`src/rtl/core/iae_pkg.sv`:
```
// ----------------------------------------------------------------------------
// iae_pkg
// Shared types and codes for the indexed array with insert and erase.
// ----------------------------------------------------------------------------
package iae_pkg;

   typedef enum logic [2:0] {
      KIND_PUSH   = 3'd0,
      KIND_POP    = 3'd1,
      KIND_INSERT = 3'd2,
      KIND_ERASE  = 3'd3,
      KIND_READ   = 3'd4,
      KIND_CLEAR  = 3'd5
   } kind_type;

   typedef enum logic [1:0] {
      STATUS_OK        = 2'd0,
      STATUS_BAD_INDEX = 2'd1,
      STATUS_FULL      = 2'd2,
      STATUS_EMPTY     = 2'd3
   } status_type;

   typedef enum logic [1:0] {
      ST_IDLE  = 2'b01,
      ST_SHIFT = 2'b10
   } state_type;

   localparam int unsigned DATA_W  = 32;
   localparam int unsigned FIELD_W = 7;

   typedef struct packed {
      logic push;
      logic insert;
      logic erase;
      logic rd_load;
      logic rd_shift;
   } cell_ctl_type;

endpackage

```
`src/rtl/core/iae_cell.sv`:
```
// ----------------------------------------------------------------------------
// iae_cell
// One array slot: holds one element and one stage of the read-out chain.
// ----------------------------------------------------------------------------
module iae_cell #(
   parameter int unsigned INDEX = 0,
   parameter int unsigned EW    = 7
) (
   input  logic                            clock,
   input  iae_pkg::cell_ctl_type           ctl,
   input  logic [EW-1:0]                   pos,
   input  logic [EW-1:0]                   cnt,
   input  logic [iae_pkg::DATA_W-1:0]      wr_value,
   input  logic [iae_pkg::DATA_W-1:0]      left_value,
   input  logic [iae_pkg::DATA_W-1:0]      right_value,
   input  logic [iae_pkg::DATA_W-1:0]      rd_right,
   output logic [iae_pkg::DATA_W-1:0]      value,
   output logic [iae_pkg::DATA_W-1:0]      rd_value
);
   import iae_pkg::*;

   localparam logic [EW-1:0] IDX = EW'(INDEX);

   logic [DATA_W-1:0] val_ff, val_in;
   logic [DATA_W-1:0] rd_ff, rd_in;

   always_comb begin
      val_in = val_ff;
      if (ctl.push && (cnt == IDX)) begin
         val_in = wr_value;
      end else if (ctl.insert) begin
         if (pos == IDX) begin
            val_in = wr_value;
         end else if (IDX > pos) begin
            val_in = left_value;
         end
      end else if (ctl.erase && (IDX >= pos)) begin
         val_in = right_value;
      end

      rd_in = rd_ff;
      if (ctl.rd_load) begin
         rd_in = val_ff;
      end else if (ctl.rd_shift) begin
         rd_in = rd_right;
      end
   end

   always_ff @(posedge clock) begin
      val_ff <= val_in;
      rd_ff  <= rd_in;
   end

   assign value    = val_ff;
   assign rd_value = rd_ff;

endmodule

```
`config.mk`:
```
export PLATFORM = sky130hd
export DESIGN_NAME = iae_cell
export DESIGN_NICKNAME = d
export VERILOG_FILES = /design/src/rtl/core/iae_pkg.sv /design/src/rtl/core/iae_cell.sv
export SDC_FILE = /design/constraint.sdc
export NUM_CORES = 1
export LEC_CHECK = 0
export BUFFER_PORTS_ARGS = -buffer_cell sky130_fd_sc_hd__buf_2
export CAP_MARGIN = 0
export CELL_PAD_IN_SITES_DETAIL_PLACEMENT = 1
export CELL_PAD_IN_SITES_GLOBAL_PLACEMENT = 2
export CORE_MARGIN = 5
export CORE_UTILIZATION = 27
export CTS_CLUSTER_SIZE = 20
export DETAILED_ROUTE_END_ITERATION = 10
export PLACE_DENSITY = 0.95
export SETUP_SLACK_MARGIN = 0.15
export SLEW_MARGIN = 25
export SYNTH_ARGS = -nofsm -noshare
export SYNTH_HDL_FRONTEND = slang
export SYNTH_SLANG_ARGS = --single-unit
```
`constraint.sdc`:
```
create_clock -name clock -period 6.4 [get_ports clock]
set_input_delay 1.28 -clock clock [delete_from_list [all_inputs] [get_ports clock]]
set_output_delay 1.28 -clock clock [all_outputs]
set_load 0.005 [all_outputs]
```
Word-level counts from Yosys, hierarchy flattened
Cells that the tools add are included.

operators by class
  magnitude comparators = 2
  eq/ne operators = 1
  mux-type cells = 7
  reductions and logical operators = 7

operators by type and width
  operator                                                                        count
  32-bit two-way mux                                                              7
  7-bit logical NOT                                                               2
  1-bit by 7-bit >= comparator with 1-bit output, first input constant            1
  1-bit by 7-bit greater-than comparator with 1-bit output, first input constant  1
  4-bit by 1-bit != test with 1-bit output, second input constant                 1
  3-bit nonzero test                                                              1
  1-bit logical AND                                                               2
  2-bit AND reduction                                                             1
  2-bit nonzero test                                                              1

word-level totals
  register bits after elaboration = 64

Logic depth before layout (Yosys ltp)
Gate-level depths: netlist (run 1).

  depth in word-level cells = 5
  gate-level depth with buffers = 6
  gate-level depth less buffers = 4

Worst setup path before layout (run 1)
No wires, ideal clock.

  path kind = in2reg
  from = input pos[4]
  to = register val_ff[0] (netlist: value[0]), enable pin
  library setup time = 0.466 ns
  data arrival time = 3.943 ns
  required time = 5.934 ns
  slack = 1.992 ns
  stages = 3
  buffers on the path = 0
  path through = nor4_1 -> nand2_1 -> o21ai_0

between the ends
  cells in the longest elaborated chain, start to end = 4

ends and longest elaborated chain
  what                                            line            text
  start: declaration                              iae_cell.sv:11  input logic [EW-1:0] pos,
  1-bit by 7-bit >= comparator with 1-bit output  iae_cell.sv:37  end else if (ctl.erase && (IDX >= pos)) begin
  1-bit logical AND                               iae_cell.sv:37
  3-bit nonzero test (no source line)             -
  2-bit AND reduction (no source line) (*)        -
  end signal: assignment                          iae_cell.sv:50  val_ff <= val_in;
  end: declaration                                iae_cell.sv:24  logic [DATA_W-1:0] val_ff, val_in;

Mark *: on every way between the ends. The rest lies on a longest branch, timed or not.
A chain may end at the register's enable or synchronous reset.

Worst setup path after layout (run 1)
  from = input pos[4]
  to = register val_ff[15] (netlist: value[15]), data pin

between the ends
  cells in the longest elaborated chain, start to end = 4

ends and longest elaborated chain
  what                line            text
  7-bit logical NOT   iae_cell.sv:32  if (pos == IDX) begin
  32-bit two-way mux  iae_cell.sv:32
  32-bit two-way mux  iae_cell.sv:31  end else if (ctl.insert) begin
  32-bit two-way mux  iae_cell.sv:29  if (ctl.push && (cnt == IDX)) begin
  via val_in[15]      iae_cell.sv:24

The timed path passes the listed nets, and every way through them passes these cells.

==> results of run 1 <==
==> placed cells by master, fill, tap and decap left out <==
master                         n
sky130_fd_sc_hd__edfxtp_1     64
sky130_fd_sc_hd__clkinvlp_4    2
sky130_fd_sc_hd__a21o_2        1
sky130_fd_sc_hd__buf_4         1
sky130_fd_sc_hd__and3_2        2
sky130_fd_sc_hd__nor4_4        1
sky130_fd_sc_hd__nand2_1       1
sky130_fd_sc_hd__clkbuf_16     9
sky130_fd_sc_hd__bufinv_16     1
sky130_fd_sc_hd__nor4_1        1
sky130_fd_sc_hd__clkinv_2      2
sky130_fd_sc_hd__mux2_2       32
sky130_fd_sc_hd__nor4b_4       1
sky130_fd_sc_hd__a221oi_1      1
sky130_fd_sc_hd__clkinv_1      2
sky130_fd_sc_hd__nand2_2       1
sky130_fd_sc_hd__a221o_2       1
sky130_fd_sc_hd__nor3_1        1
sky130_fd_sc_hd__inv_1        63
sky130_fd_sc_hd__buf_16        1
sky130_fd_sc_hd__or2_2         1
sky130_fd_sc_hd__o21ai_4       2
sky130_fd_sc_hd__nor2_1       32
sky130_fd_sc_hd__a221oi_2     30
sky130_fd_sc_hd__buf_2       211
sky130_fd_sc_hd__buf_12        1
==> through the flow <==
step | hold slack [ps] | setup WS, ps | area [sq um] | power [mW]
after CTS | 574 | 3450 | 4800 | 1.12
after floorplan | 577 | 1990 | 3330 | 0.568
after global routing | 600 | 3390 | 4850 | 1.16
final | 578 | 3510 | 4850 | 1.11
after detailed placement | 561 | 3110 | 4510 | 0.641
after global placement | 563 | 3170 | 4510 | 0.635
==> routing by layer <==
layer	part of all wire, %	GRT usage (%)
met5	0	0
met1	37	15.0
met2	55	26.5
met4	1.5	4.11
met3	7.1	4.15
==> area by class of cell <==
type                       count  area share [%]
timing repair buffer         214            22.9
sequential                    64            39.6
tap                          168            4.34
multi-input combinational    108            22.3
clock buffer                   9            4.65
clock inverter                 7            1.29
inverter                      63            4.88
==> flip-flops by register name, summed over array words and instances, names as in the netlist <==
name,cells
rd_value,32
value,32
==> synthesized netlist by cell type, drive strengths merged <==
| library cell | n | area share [%] |
|---|---|---|
| nor4 | 2 | 0.83 |
| mux2 | 32 | 11 |
| a221oi | 31 | 14 |
| o21ai | 2 | 0.30 |
| nand2 | 2 | 0.30 |
| clkbuf | 7 | 0.79 |
| nor3 | 1 | 0.15 |
| nor4b | 1 | 0.71 |
| inv | 63 | 7.1 |
| nor2 | 32 | 3.6 |
| or2 | 1 | 0.19 |
| buf | 7 | 2.6 |
| a21o | 1 | 0.26 |
| and3 | 2 | 0.41 |
| edfxtp | 64 | 58 |
| a221o | 1 | 0.34 |
==> power breakdown <==
group | internal, mW | switching (mW)
sequential | 0.484 | 0.00455
clock | 0.297 | 0.177
combinational | 0.0767 | 0.0664
total | 0.858 | 0.248
==> worst max-delay path, delay by kind of cell <==
kind / cells / cell delay, ps
AO/OA/AOI/OAI: 2 / 670
buffers and inverters: 2 / 500
AND/OR/NAND/NOR: 2 / 470
==> final timing paths <==
| check | from | end |
|---|---|---|
| hold reg to reg | value[18]$_DFFE_PP_ | rd_value[18]$_DFFE_PP_ |
| hold / removal | value[18]$_DFFE_PP_ | rd_value[18]$_DFFE_PP_ |
| setup reg to reg | value[31]$_DFFE_PP_ | rd_value[31]$_DFFE_PP_ |
| setup / recovery | pos[4] | value[15]$_DFFE_PP_ |
==> logic make-up after synthesis <==
logic type / count (synthesis) / share of synthesized area, %
buf+inv: 77 / 10.5
flops: 64 / 57.8
simple gates: 41 / 6.21
compound gates: 35 / 14.7
mux: 32 / 10.8
==> results.txt, run 1 <==
----------------------------------------------------
[Floorplanning]
  DIE WIDTH ... 121 um
  IO Count ... 212
  Die footprint ... 14,600 sq um
  Site Rows ... 40
  Die Y ... 121 um
  Starting density of the core ... 27.6%
  Core region area ... 12,100 sq um

[Synthesis]
  Syn Area/Cell ... 13.4 sq um
  Number of flip-flops and latches in the synthesized netlist ... 64
  Part of the Yosys area used for sequential elements ... 57.8%
  Number of different library cells in the post-synthesis netlist ... 23
  Post-synthesis cell count ... 249
  Cell area after technology mapping ... 3330 sq um
  Total number of yosys warnings ... 0
  Number of nets in the synthesized netlist ... 397

[Clock network]
  CTS Buffer Depth ... 2
  Clock Pin Slew Worst Setup and Hold Paths ... 50 ps
  Number of H-tree branching levels ... 3
  Number of sinks handled by clock tree synthesis ... 64
  Number of buffers inserted for hold repair after clock tree synthesis ... 0
  TritonCTS clock tree ... built
  Setup Buffers After CTS ... 0
  Skew-Pair Late Insertion Delay ... 320 ps
  Number of cells upsized or downsized after cts ... 0
  Number of clock buffers inserted by TritonCTS ... 9
  Clock tree root driver cell ... sky130_fd_sc_hd__clkbuf_16

[Drt]
  Remaining DRCs ... 0
  DRT iter0 DRCs ... 124
  Residual antenna-violating net count after detailed routing ... 0
  Wire length reported by the detailed router ... 10.6 mm
  Via/cell ratio ... 4.35
  Via count ... 2,752
  Length of the first detailed-routing pass in iterations ... 4
  Avg WL per Cell ... 16.7 um

[Hold path]
  Path category of the worst min-delay check ... flip-flop to flip-flop
  Hold Path Stages ... 1

[Worst setup path]
  Crit path largest cell delay ... 570 ps
  Max stage delay cell, worst path ... sky130_fd_sc_hd__o21ai_4
  Critical path class ... primary input to flip-flop
  Critical path peak fanout ... 17
  Setup crit start kind ... primary input
  Critical Path End Type ... flip-flop
  Register-to-Register Path Depth ... 1
  Required time of the worst setup path ... 6450 ps
  Worst Path Arrival ... 2940 ps
  R2r setup slk ... 5430 ps
  Cell-by-cell listing of the critical path ... buf_2, nor4_1, nand2_1, o21ai_4, buf_4, a221oi_2

[Finish]
  Area of the multi-input gates ... 1080 sq um
  Storage cell area ... 1920 sq um
  Post-layout net count ... 608
  Fraction of final layout cells sized beyond drive strength 1 ... 64.5%
  Final design utilization ... 40.2%
  Post-layout instance count excluding filler cells ... 633
  # fillers ... 1,357
  Area grow syn2layout ... 45.7%
  ANT cells ... 0

[Power and ir drop]
  Worst voltage drop across the vdd grid ... 88.1 uV
  Power Density ... 228 nW/um^2
  Static leakage ... 2.31 nW

[STA]
  Slew @ Worst Pin ... 802 ps
  Final setup vio count ... 0
  Summed negative setup slack over all endpoints ... 0 ps
  Max transition margin ... 46.5%
  Count of final max-slew check failures ... 0
  Max Clock Freq ... 0.347 GHz
  Unrepaired setup endpoints after global routing ... false
  Final critical path time including I/O delays and setup ... 2890 ps
  Final cycle utilization of the critical path ... 45.1%
  Fin. Hold Viols ... 0
  Final clock skew ... 6.74 ps

[Run status]
  Result of the run ... finished clean

[Global routing]
  All-Layer GR Usage ... 14.0%
  Number of antenna violations at the first check in global routing ... 0
  Maximum number of pins on one net before global-route repair ... 34
  Number of global-route vias before repair ... 3,070
  GR Overflow Total ... 0
  Wire length of the first global-routing pass ... 16.0 mm

[Placed design]
  Count of buffers inserted at the top-level ports ... 211
  HPWL after detailed placement ... 8.39 mm
  Total instance count after detailed placement ... 615
  Placer Congestion ... 0.753

[Run]
  Number of maximum-capacitance constraint violations ... 0

----------------------------------------------------
(Power assumes the default switching activity.)
==> run 2, diff against run 1 <==
--- a/config.mk
+++ b/config.mk
@@ -10,10 +10,10 @@
 export CELL_PAD_IN_SITES_DETAIL_PLACEMENT = 1
 export CELL_PAD_IN_SITES_GLOBAL_PLACEMENT = 2
 export CORE_MARGIN = 5
-export CORE_UTILIZATION = 27
+export CORE_UTILIZATION = 25
 export CTS_CLUSTER_SIZE = 20
 export DETAILED_ROUTE_END_ITERATION = 10
-export PLACE_DENSITY = 0.95
+export PLACE_DENSITY = 0.9
 export SETUP_SLACK_MARGIN = 0.15
 export SLEW_MARGIN = 25
 export SYNTH_ARGS = -nofsm -noshare
==> constraint.sdc (replaced) <==
create_clock -name clock -period 2.9 [get_ports clock]
set_input_delay 0.58 -clock clock [delete_from_list [all_inputs] [get_ports clock]]
set_output_delay 0.58 -clock clock [all_outputs]
set_load 0.005 [all_outputs]
==> run 2 against run 1 <==
  * Sequential power grew 120%
  * Largest power group unchanged
  * Largest cell class unchanged
  * Worst setup slack got worse by 2700 ps
  * Clock power increased by 99%
  * Highest routed layer unchanged
  * Wire length up 1.5%
  * Combinational power is 120% higher
==> results.txt, run 2 (synthesized netlist as in run 1, its figures left out) <==
----------------------------------------------------
[Floorplanning]
  DIE WIDTH ... 125 um (was 121 um)
  Site Rows ... 42 (was 40)
  IO Count ... 212 (unchanged)
  Starting density of the core ... 25.3% (was 27.6%)
  Die Y ... 125 um (was 121 um)
  Die footprint ... 15,700 sq um (was 14,600 sq um)
  Core region area ... 13,100 sq um (was 12,100 sq um)

[Clock network]
  Setup Buffers After CTS ... 0 (unchanged)
  Number of clock buffers inserted by TritonCTS ... 9 (unchanged)
  Clock Pin Slew Worst Setup and Hold Paths ... 60 ps (was 50 ps)
  CTS Buffer Depth ... 2 (unchanged)
  Number of sinks handled by clock tree synthesis ... 64 (unchanged)
  Skew-Pair Late Insertion Delay ... 320 ps (about the same)
  Number of H-tree branching levels ... 3 (unchanged)
  TritonCTS clock tree ... built (unchanged)
  Number of buffers inserted for hold repair after clock tree synthesis ... 0 (unchanged)
  Clock tree root driver cell ... sky130_fd_sc_hd__clkbuf_16 (unchanged)
  Number of cells upsized or downsized after cts ... 0 (unchanged)

[Power and ir drop]
  Part of the total power dissipated in combinational logic ... 13.6% (was 13.0%)
  Clock power frac ... 40.3% (was 42.9%)
  Part of the power in registers ... 46.1% (was 44.2%)
  Switching Power ... 531 uW (was 248 uW)
  Power Density ... 484 nW/um^2 (was 228 nW/um^2)
  Static leakage ... 2.30 nW (was 2.31 nW)
  Net Sw Frac ... 22.7% (was 22.4%)
  Int Pwr ... 1.80 mW (was 858 uW)
  Worst voltage drop across the vdd grid ... 209 uV (was 88.1 uV)

[Placed design]
  Post-DP Area ... 4570 sq um (was 4510 sq um)
  Placer Congestion ... 0.749 (was 0.753)
  HPWL after detailed placement ... 8.48 mm (was 8.39 mm)
  Post-placement setup slack ... 443 ps (was 3110 ps)
  Count of buffers inserted at the top-level ports ... 211 (unchanged)

[Drt]
  Residual antenna-violating net count after detailed routing ... 0 (unchanged)
  Via/cell ratio ... 4.21 (was 4.35)
  Remaining DRCs ... 0 (unchanged)
  DRT iter0 DRCs ... 108 (was 124)
  Avg WL per Cell ... 16.6 um (was 16.7 um)
  Wire length reported by the detailed router ... 10.7 mm (was 10.6 mm)
  Via count ... 2,718 (was 2,752)
  Length of the first detailed-routing pass in iterations ... 4 (unchanged)

[Worst setup path]
  R2r setup slk ... 1880 ps (was 5430 ps)
  Worst Path Arrival ... 2240 ps (was 2940 ps)
  Required time of the worst setup path ... 3040 ps (was 6450 ps)
  Critical path peak fanout ... 17 (unchanged)
  Destination of the worst register-to-register timing path ... rd_value[31]$_DFFE_PP_ (unchanged)
  Register-to-Register Path Depth ... 1 (unchanged)
  Setup crit start kind ... primary input (unchanged)
  Critical Path End Type ... flip-flop (unchanged)
  Critical path class ... primary input to flip-flop (unchanged)
  Reg2Reg Launch Point ... value[31]$_DFFE_PP_ (unchanged)

[STA]
  Final cycle utilization of the critical path ... 72.5%
  Summed negative setup slack over all endpoints ... 0 ps (unchanged)
  Max Clock Freq ... 0.476 GHz
  Final setup vio count ... 0 (unchanged)
  Max transition margin ... 56.0% (was 46.5%)
  Count of final max-slew check failures ... 0 (unchanged)
  Final clock skew ... 5.75 ps (was 6.74 ps)
  Slew @ Worst Pin ... 659 ps (was 802 ps)
  Final critical path time including I/O delays and setup ... 2100 ps
  Unrepaired setup endpoints after global routing ... false (unchanged)
  Fin. Hold Viols ... 0 (unchanged)
  Final worst setup slack ... 798 ps (was 3510 ps)

[Run]
  Number of maximum-capacitance constraint violations ... 0 (unchanged)

[Hold path]
  Hold Path Stages ... 2 (was 1)
  Launch point of the worst hold path ... rd_right[27] (was value[18]$_DFFE_PP_)
  Min-Delay Endpoint ... rd_value[27]$_DFFE_PP_ (was rd_value[18]$_DFFE_PP_)
  Path category of the worst min-delay check ... primary input to flip-flop (was flip-flop to flip-flop)

[Global routing]
  GR Overflow Total ... 0 (unchanged)
  Number of antenna violations at the first check in global routing ... 0 (unchanged)
  Maximum number of pins on one net before global-route repair ... 33 (was 34)
  Number of global-route vias before repair ... 3,019 (was 3,070)
  All-Layer GR Usage ... 13.4% (was 14.0%)
  Wire length of the first global-routing pass ... 16.4 mm (was 16.0 mm)

[Finish]
  Fraction of final layout cells sized beyond drive strength 1 ... 64.2% (was 64.5%)
  Post-layout net count ... 612 (was 608)
  Final design utilization ... 36.7% (was 40.2%)
  # fillers ... 1,514 (was 1,357)
  ANT cells ... 0 (unchanged)
  Area grow syn2layout ... 45.0% (was 45.7%)
  Most frequent cells in the layout ... sky130_fd_sc_hd__buf_2, sky130_fd_sc_hd__edfxtp_1, sky130_fd_sc_hd__inv_1 (unchanged)
  Final design area excluding fillers ... 4820 sq um (was 4850 sq um)
  Most common cell after layout, fill and taps aside ... sky130_fd_sc_hd__buf_2 (unchanged)

[Run status]
  Result of the run ... finished clean (unchanged)

----------------------------------------------------
## run 2: cell types whose count changed in the layout (fill, tap and decap cells not counted), sizes merged
cell	previous run	this run
buf	214	218
clkbuf	9	11
bufinv	1	0
clkinvlp	2	1
## run 2: routing by layer
metal	vias to the layer above	global-route usage [%]	wire, um
li1	1309	-	-
met1	1272	15.7	4160
met2	121	23.9	5610
met3	16	3.24	775
met4	0	4.66	174
met5	-	0	0
## run 2: final cells by class
cell class	instances	area, sq um	area share, %
timing repair buffer	218	1110	23.0
tap	176	220	4.57
inverter	63	236	4.90
clock inverter	5	23.8	0.493
clock buffer	11	233	4.82
sequential	64	1920	39.8
multi-input combinational	108	1080	22.4
## run 2: power by group through the flow
stage               clock network (mW)  logic [mW]  registers (mW)
floorplan                            0       0.152            1.10
global placement                     0       0.316            1.10
detailed placement                   0       0.325            1.10
CTS                              0.971       0.326            1.08
global route                      1.03       0.352            1.08
finish                           0.941       0.317            1.08
## run 2: per-stage QoR
step	hold WS (ps)	instances	total power, mW
final	558	645	2.34
after global routing	549	645	2.46
after CTS	545	645	2.38
after detailed placement	562	629	1.42
after global placement	563	629	1.41
after floorplan	577	249	1.25
## run 2: worst max path at each step
stage / slack (ps) / endpoint / from
2_1_floorplan: 640 / value[0]$_DFFE_PP_ / pos[4]
4_1_cts: 780 / value[25]$_DFFE_PP_ / pos[4]
5_1_grt: 690 / value[23]$_DFFE_PP_ / pos[4]
6_report: 800 / value[23]$_DFFE_PP_ / pos[4]
3_5_place_dp: 440 / value[22]$_DFFE_PP_ / pos[4]
3_3_place_gp: 520 / value[18]$_DFFE_PP_ / pos[4]
## run 2: worst max-delay path, cell delays in order
cell and delay, ps:
sky130_fd_sc_hd__buf_2 90, sky130_fd_sc_hd__nor4_1 270, sky130_fd_sc_hd__nand2_1 200, sky130_fd_sc_hd__and3_2 450, sky130_fd_sc_hd__buf_4 330, sky130_fd_sc_hd__a221oi_2 310
==> run 3, diff against run 2 <==
--- a/config.mk
+++ b/config.mk
@@ -5,15 +5,16 @@
 export SDC_FILE = /design/constraint.sdc
 export NUM_CORES = 1
 export LEC_CHECK = 0
+export ABC_AREA = 1
 export BUFFER_PORTS_ARGS = -buffer_cell sky130_fd_sc_hd__buf_2
 export CAP_MARGIN = 0
 export CELL_PAD_IN_SITES_DETAIL_PLACEMENT = 1
 export CELL_PAD_IN_SITES_GLOBAL_PLACEMENT = 2
 export CORE_MARGIN = 5
-export CORE_UTILIZATION = 25
+export CORE_UTILIZATION = 21
 export CTS_CLUSTER_SIZE = 20
 export DETAILED_ROUTE_END_ITERATION = 10
-export PLACE_DENSITY = 0.9
+export PLACE_DENSITY = 0.87
 export SETUP_SLACK_MARGIN = 0.15
 export SLEW_MARGIN = 25
 export SYNTH_ARGS = -nofsm -noshare
==> constraint.sdc (replaced) <==
create_clock -name clock -period 1.87 [get_ports clock]
set_input_delay 0.374 -clock clock [delete_from_list [all_inputs] [get_ports clock]]
set_output_delay 0.374 -clock clock [all_outputs]
set_load 0.005 [all_outputs]
==> run 3 against run 2 <==
  * Synthesized area increased by 19%
  * Sequential share of layout area fell by 5.9 points
  * Register-to-register slack lost 880 ps
  * Highest routed layer unchanged
==> results.txt, run 3 <==
----------------------------------------------------
[Global routing]
  Number of antenna violations at the first check in global routing ... 0 (unchanged)
  Number of global-route vias before repair ... 4,322 (was 3,019)
  All-Layer GR Usage ... 14.3% (was 13.4%)
  Wire length of the first global-routing pass ... 23.9 mm (was 16.4 mm)
  GR Overflow Total ... 0 (unchanged)
  Maximum number of pins on one net before global-route repair ... 33 (unchanged)

[Clock network]
  Clock tree root driver cell ... sky130_fd_sc_hd__clkbuf_16 (unchanged)
  Number of cells upsized or downsized after cts ... 0 (unchanged)
  Setup Buffers After CTS ... 0 (unchanged)
  CTS Buffer Depth ... 2 (unchanged)
  Clock Pin Slew Worst Setup and Hold Paths ... 60 ps (about the same)
  TritonCTS clock tree ... built (unchanged)
  Number of buffers inserted for hold repair after clock tree synthesis ... 0 (unchanged)
  Number of H-tree branching levels ... 3 (unchanged)
  Number of clock buffers inserted by TritonCTS ... 9 (unchanged)
  Skew-Pair Late Insertion Delay ... 340 ps (was 320 ps)
  Number of sinks handled by clock tree synthesis ... 64 (unchanged)

[Drt]
  Residual antenna-violating net count after detailed routing ... 0 (unchanged)
  Avg WL per Cell ... 15.4 um (was 16.6 um)
  Via count ... 4,034 (was 2,718)
  DRT iter0 DRCs ... 105 (was 108)
  Via/cell ratio ... 4.05 (was 4.21)
  Length of the first detailed-routing pass in iterations ... 6 (was 4)
  Remaining DRCs ... 0 (unchanged)
  Wire length reported by the detailed router ... 15.3 mm (was 10.7 mm)

[Worst setup path]
  Critical Path End Type ... flip-flop (unchanged)
  Worst Path Arrival ... 1630 ps (was 2240 ps)
  Setup crit start kind ... primary input (unchanged)
  Register-to-Register Path Depth ... 2 (was 1)
  Critical path class ... primary input to flip-flop (unchanged)
  Critical path peak fanout ... 32 (was 17)
  Required time of the worst setup path ... 2070 ps (was 3040 ps)

[Finish]
  Most frequent cells in the layout ... sky130_fd_sc_hd__nand2_1, sky130_fd_sc_hd__buf_2, sky130_fd_sc_hd__inv_1 (was sky130_fd_sc_hd__buf_2, sky130_fd_sc_hd__edfxtp_1, sky130_fd_sc_hd__inv_1)
  Post-layout instance count excluding filler cells ... 995 (was 645)
  Storage cell area ... 1920 sq um (unchanged)
  # fillers ... 2,331 (was 1,514)
  Fraction of final layout cells sized beyond drive strength 1 ... 36.3% (was 64.2%)
  Area grow syn2layout ... 42.8% (was 45.0%)
  Post-layout net count ... 904 (was 612)
  Area of the multi-input gates ... 1480 sq um (was 1080 sq um)
  Most common cell after layout, fill and taps aside ... sky130_fd_sc_hd__nand2_1 (was sky130_fd_sc_hd__buf_2)
  ANT cells ... 0 (unchanged)

[Floorplanning]
  DIE WIDTH ... 147 um (was 125 um)
  Die Y ... 147 um (was 125 um)
  Die footprint ... 21,700 sq um (was 15,700 sq um)
  IO Count ... 212 (unchanged)
  Site Rows ... 50 (was 42)
  Core region area ... 18,600 sq um (was 13,100 sq um)
  Starting density of the core ... 21.3% (was 25.3%)

[Placed design]
  HPWL after detailed placement ... 12.1 mm (was 8.48 mm)
  Count of buffers inserted at the top-level ports ... 211 (unchanged)
  Post-placement setup slack ... 5.47 ps (was 443 ps)
  Placer Congestion ... 0.802 (was 0.749)
  Total instance count after detailed placement ... 979 (was 629)

[Run]
  Number of maximum-capacitance constraint violations ... 0 (unchanged)

[STA]
  Unrepaired setup endpoints after global routing ... false (unchanged)
  Final clock skew ... 6.63 ps (was 5.75 ps)
  Slew @ Worst Pin ... 888 ps (was 659 ps)
  Final setup vio count ... 0 (unchanged)
  Final critical path time including I/O delays and setup ... 1430 ps
  Summed negative setup slack over all endpoints ... 0 ps (unchanged)
  Max transition margin ... 40.6% (was 56.0%)
  Max Clock Freq ... 0.699 GHz
  Final worst setup slack ... 439 ps (was 798 ps)
  Fin. Hold Viols ... 0 (unchanged)
  Count of final max-slew check failures ... 0 (unchanged)
  Final cycle utilization of the critical path ... 76.5%

[Synthesis]
  Leading cell types by total area after synthesis ... sky130_fd_sc_hd__edfxtp_1, sky130_fd_sc_hd__nand2_1, sky130_fd_sc_hd__inv_1, sky130_fd_sc_hd__nand3_1, sky130_fd_sc_hd__buf_6 (was sky130_fd_sc_hd__edfxtp_1, sky130_fd_sc_hd__a221oi_2, sky130_fd_sc_hd__mux2_2, sky130_fd_sc_hd__inv_1, sky130_fd_sc_hd__nor2_1)
  Number of different library cells in the post-synthesis netlist ... 15 (was 23)
  Most instantiated cells after synthesis ... sky130_fd_sc_hd__nand2_1, sky130_fd_sc_hd__inv_1, sky130_fd_sc_hd__edfxtp_1 (was sky130_fd_sc_hd__edfxtp_1, sky130_fd_sc_hd__inv_1, sky130_fd_sc_hd__mux2_2, sky130_fd_sc_hd__nor2_1, sky130_fd_sc_hd__a221oi_2)
  Post-synthesis cell count ... 543 (was 249)
  Share of flip-flops with an asynchronous set or reset ... 0% (unchanged)
  Number of flip-flops and latches in the synthesized netlist ... 64 (unchanged)
  Number of nets in the synthesized netlist ... 691 (was 397)
  Post-synth top flop ... sky130_fd_sc_hd__edfxtp_1 (unchanged)
  Total number of yosys warnings ... 0 (unchanged)
  Part of the Yosys area used for sequential elements ... 48.5% (was 57.8%)
  Post-synth EDFFs ... 64 (unchanged)
  Largest area contributor in the netlist ... sky130_fd_sc_hd__edfxtp_1 (unchanged)
  Syn Area/Cell ... 7.30 sq um (was 13.4 sq um)
  Cell area after technology mapping ... 3970 sq um (was 3330 sq um)
  Area fraction of the dominant cell type after synthesis ... 48.5% (was 57.8%)
  Top-count cell post-synth ... sky130_fd_sc_hd__nand2_1 (was sky130_fd_sc_hd__edfxtp_1)

[Run status]
  Result of the run ... finished clean (unchanged)

[Power and ir drop]
  Power Density ... 708 nW/um^2 (was 484 nW/um^2)
  Worst voltage drop across the vdd grid ... 327 uV (was 209 uV)
  Static leakage ... 3.12 nW (was 2.30 nW)

[Hold path]
  Hold Path Stages ... 3 (was 2)
  Path category of the worst min-delay check ... primary input to flip-flop (unchanged)

----------------------------------------------------
## run 3: cell types whose count changed after synthesis, sizes merged, moves of 2 or more
cell | before | now
a221oi | 31 | 0
buf | 7 | 18
nor2 | 32 | 11
nand3 | 0 | 65
nand2 | 2 | 267
and3 | 2 | 0
mux2 | 32 | 0
nor4 | 2 | 0
inv | 63 | 108
## run 3: final timing paths
kind	end	startpoint	slack [ps]
worst max-delay path	value[2]$_DFFE_PP_	cnt[6]	440
worst min-delay path	rd_value[5]$_DFFE_PP_	rd_right[5]	300
worst max register to register	rd_value[10]$_DFFE_PP_	value[10]$_DFFE_PP_	1000
worst min register to register	rd_value[4]$_DFFE_PP_	value[4]$_DFFE_PP_	550
## run 3: power by group
| group | switching, mW | internal [mW] |
|---|---|---|
| clock | 0.627 | 1.15 |
| sequential | 0.0159 | 1.66 |
| combinational | 0.295 | 0.257 |
| total | 0.938 | 3.07 |
## run 3: cell families after synthesis
family | share of synthesized area, %
simple gates | 36.8
compound gates | 0.126
buf+inv | 14.7
flops | 48.5
## run 3: routing by layer
layer	up-vias	global-route usage [%]	part of all wire (%)
met1	1845	16.6	41
met5	-	0	0
met2	111	25.7	52
met4	0	4.89	1.9
li1	2062	-	-
met3	16	3.43	4.9
## run 3: layout make-up
cell class | instances | area share [%]
timing repair buffer | 227 | 21.6
tap | 234 | 5.17
clock buffer | 9 | 3.98
clock inverter | 7 | 1.52
multi-input combinational | 345 | 26.1
inverter | 109 | 7.64
sequential | 64 | 33.9
## run 3: through the flow
| step | hold WS, ps | util [%] | power, mW | instance area, sq um |
|---|---|---|---|---|
| 3_5_place_dp | 547 | 28.7 | 2.27 | 5350 |
| 5_1_grt | 285 | 30.4 | 4.22 | 5660 |
| 2_1_floorplan | 543 | - | 1.96 | 4010 |
| 6_report | 301 | 30.4 | 4.01 | 5660 |
| 3_3_place_gp | 544 | 28.7 | 2.26 | 5350 |
| 4_1_cts | 285 | 30.4 | 4.08 | 5660 |
## run 3: worst max-delay path, cell delays in order
cell,delay [ps]
sky130_fd_sc_hd__buf_2,120
sky130_fd_sc_hd__inv_6,30
sky130_fd_sc_hd__nand3_2,80
sky130_fd_sc_hd__nor2_4,60
sky130_fd_sc_hd__nor2_4,670
sky130_fd_sc_hd__nand3_1,180
sky130_fd_sc_hd__nand2_2,120
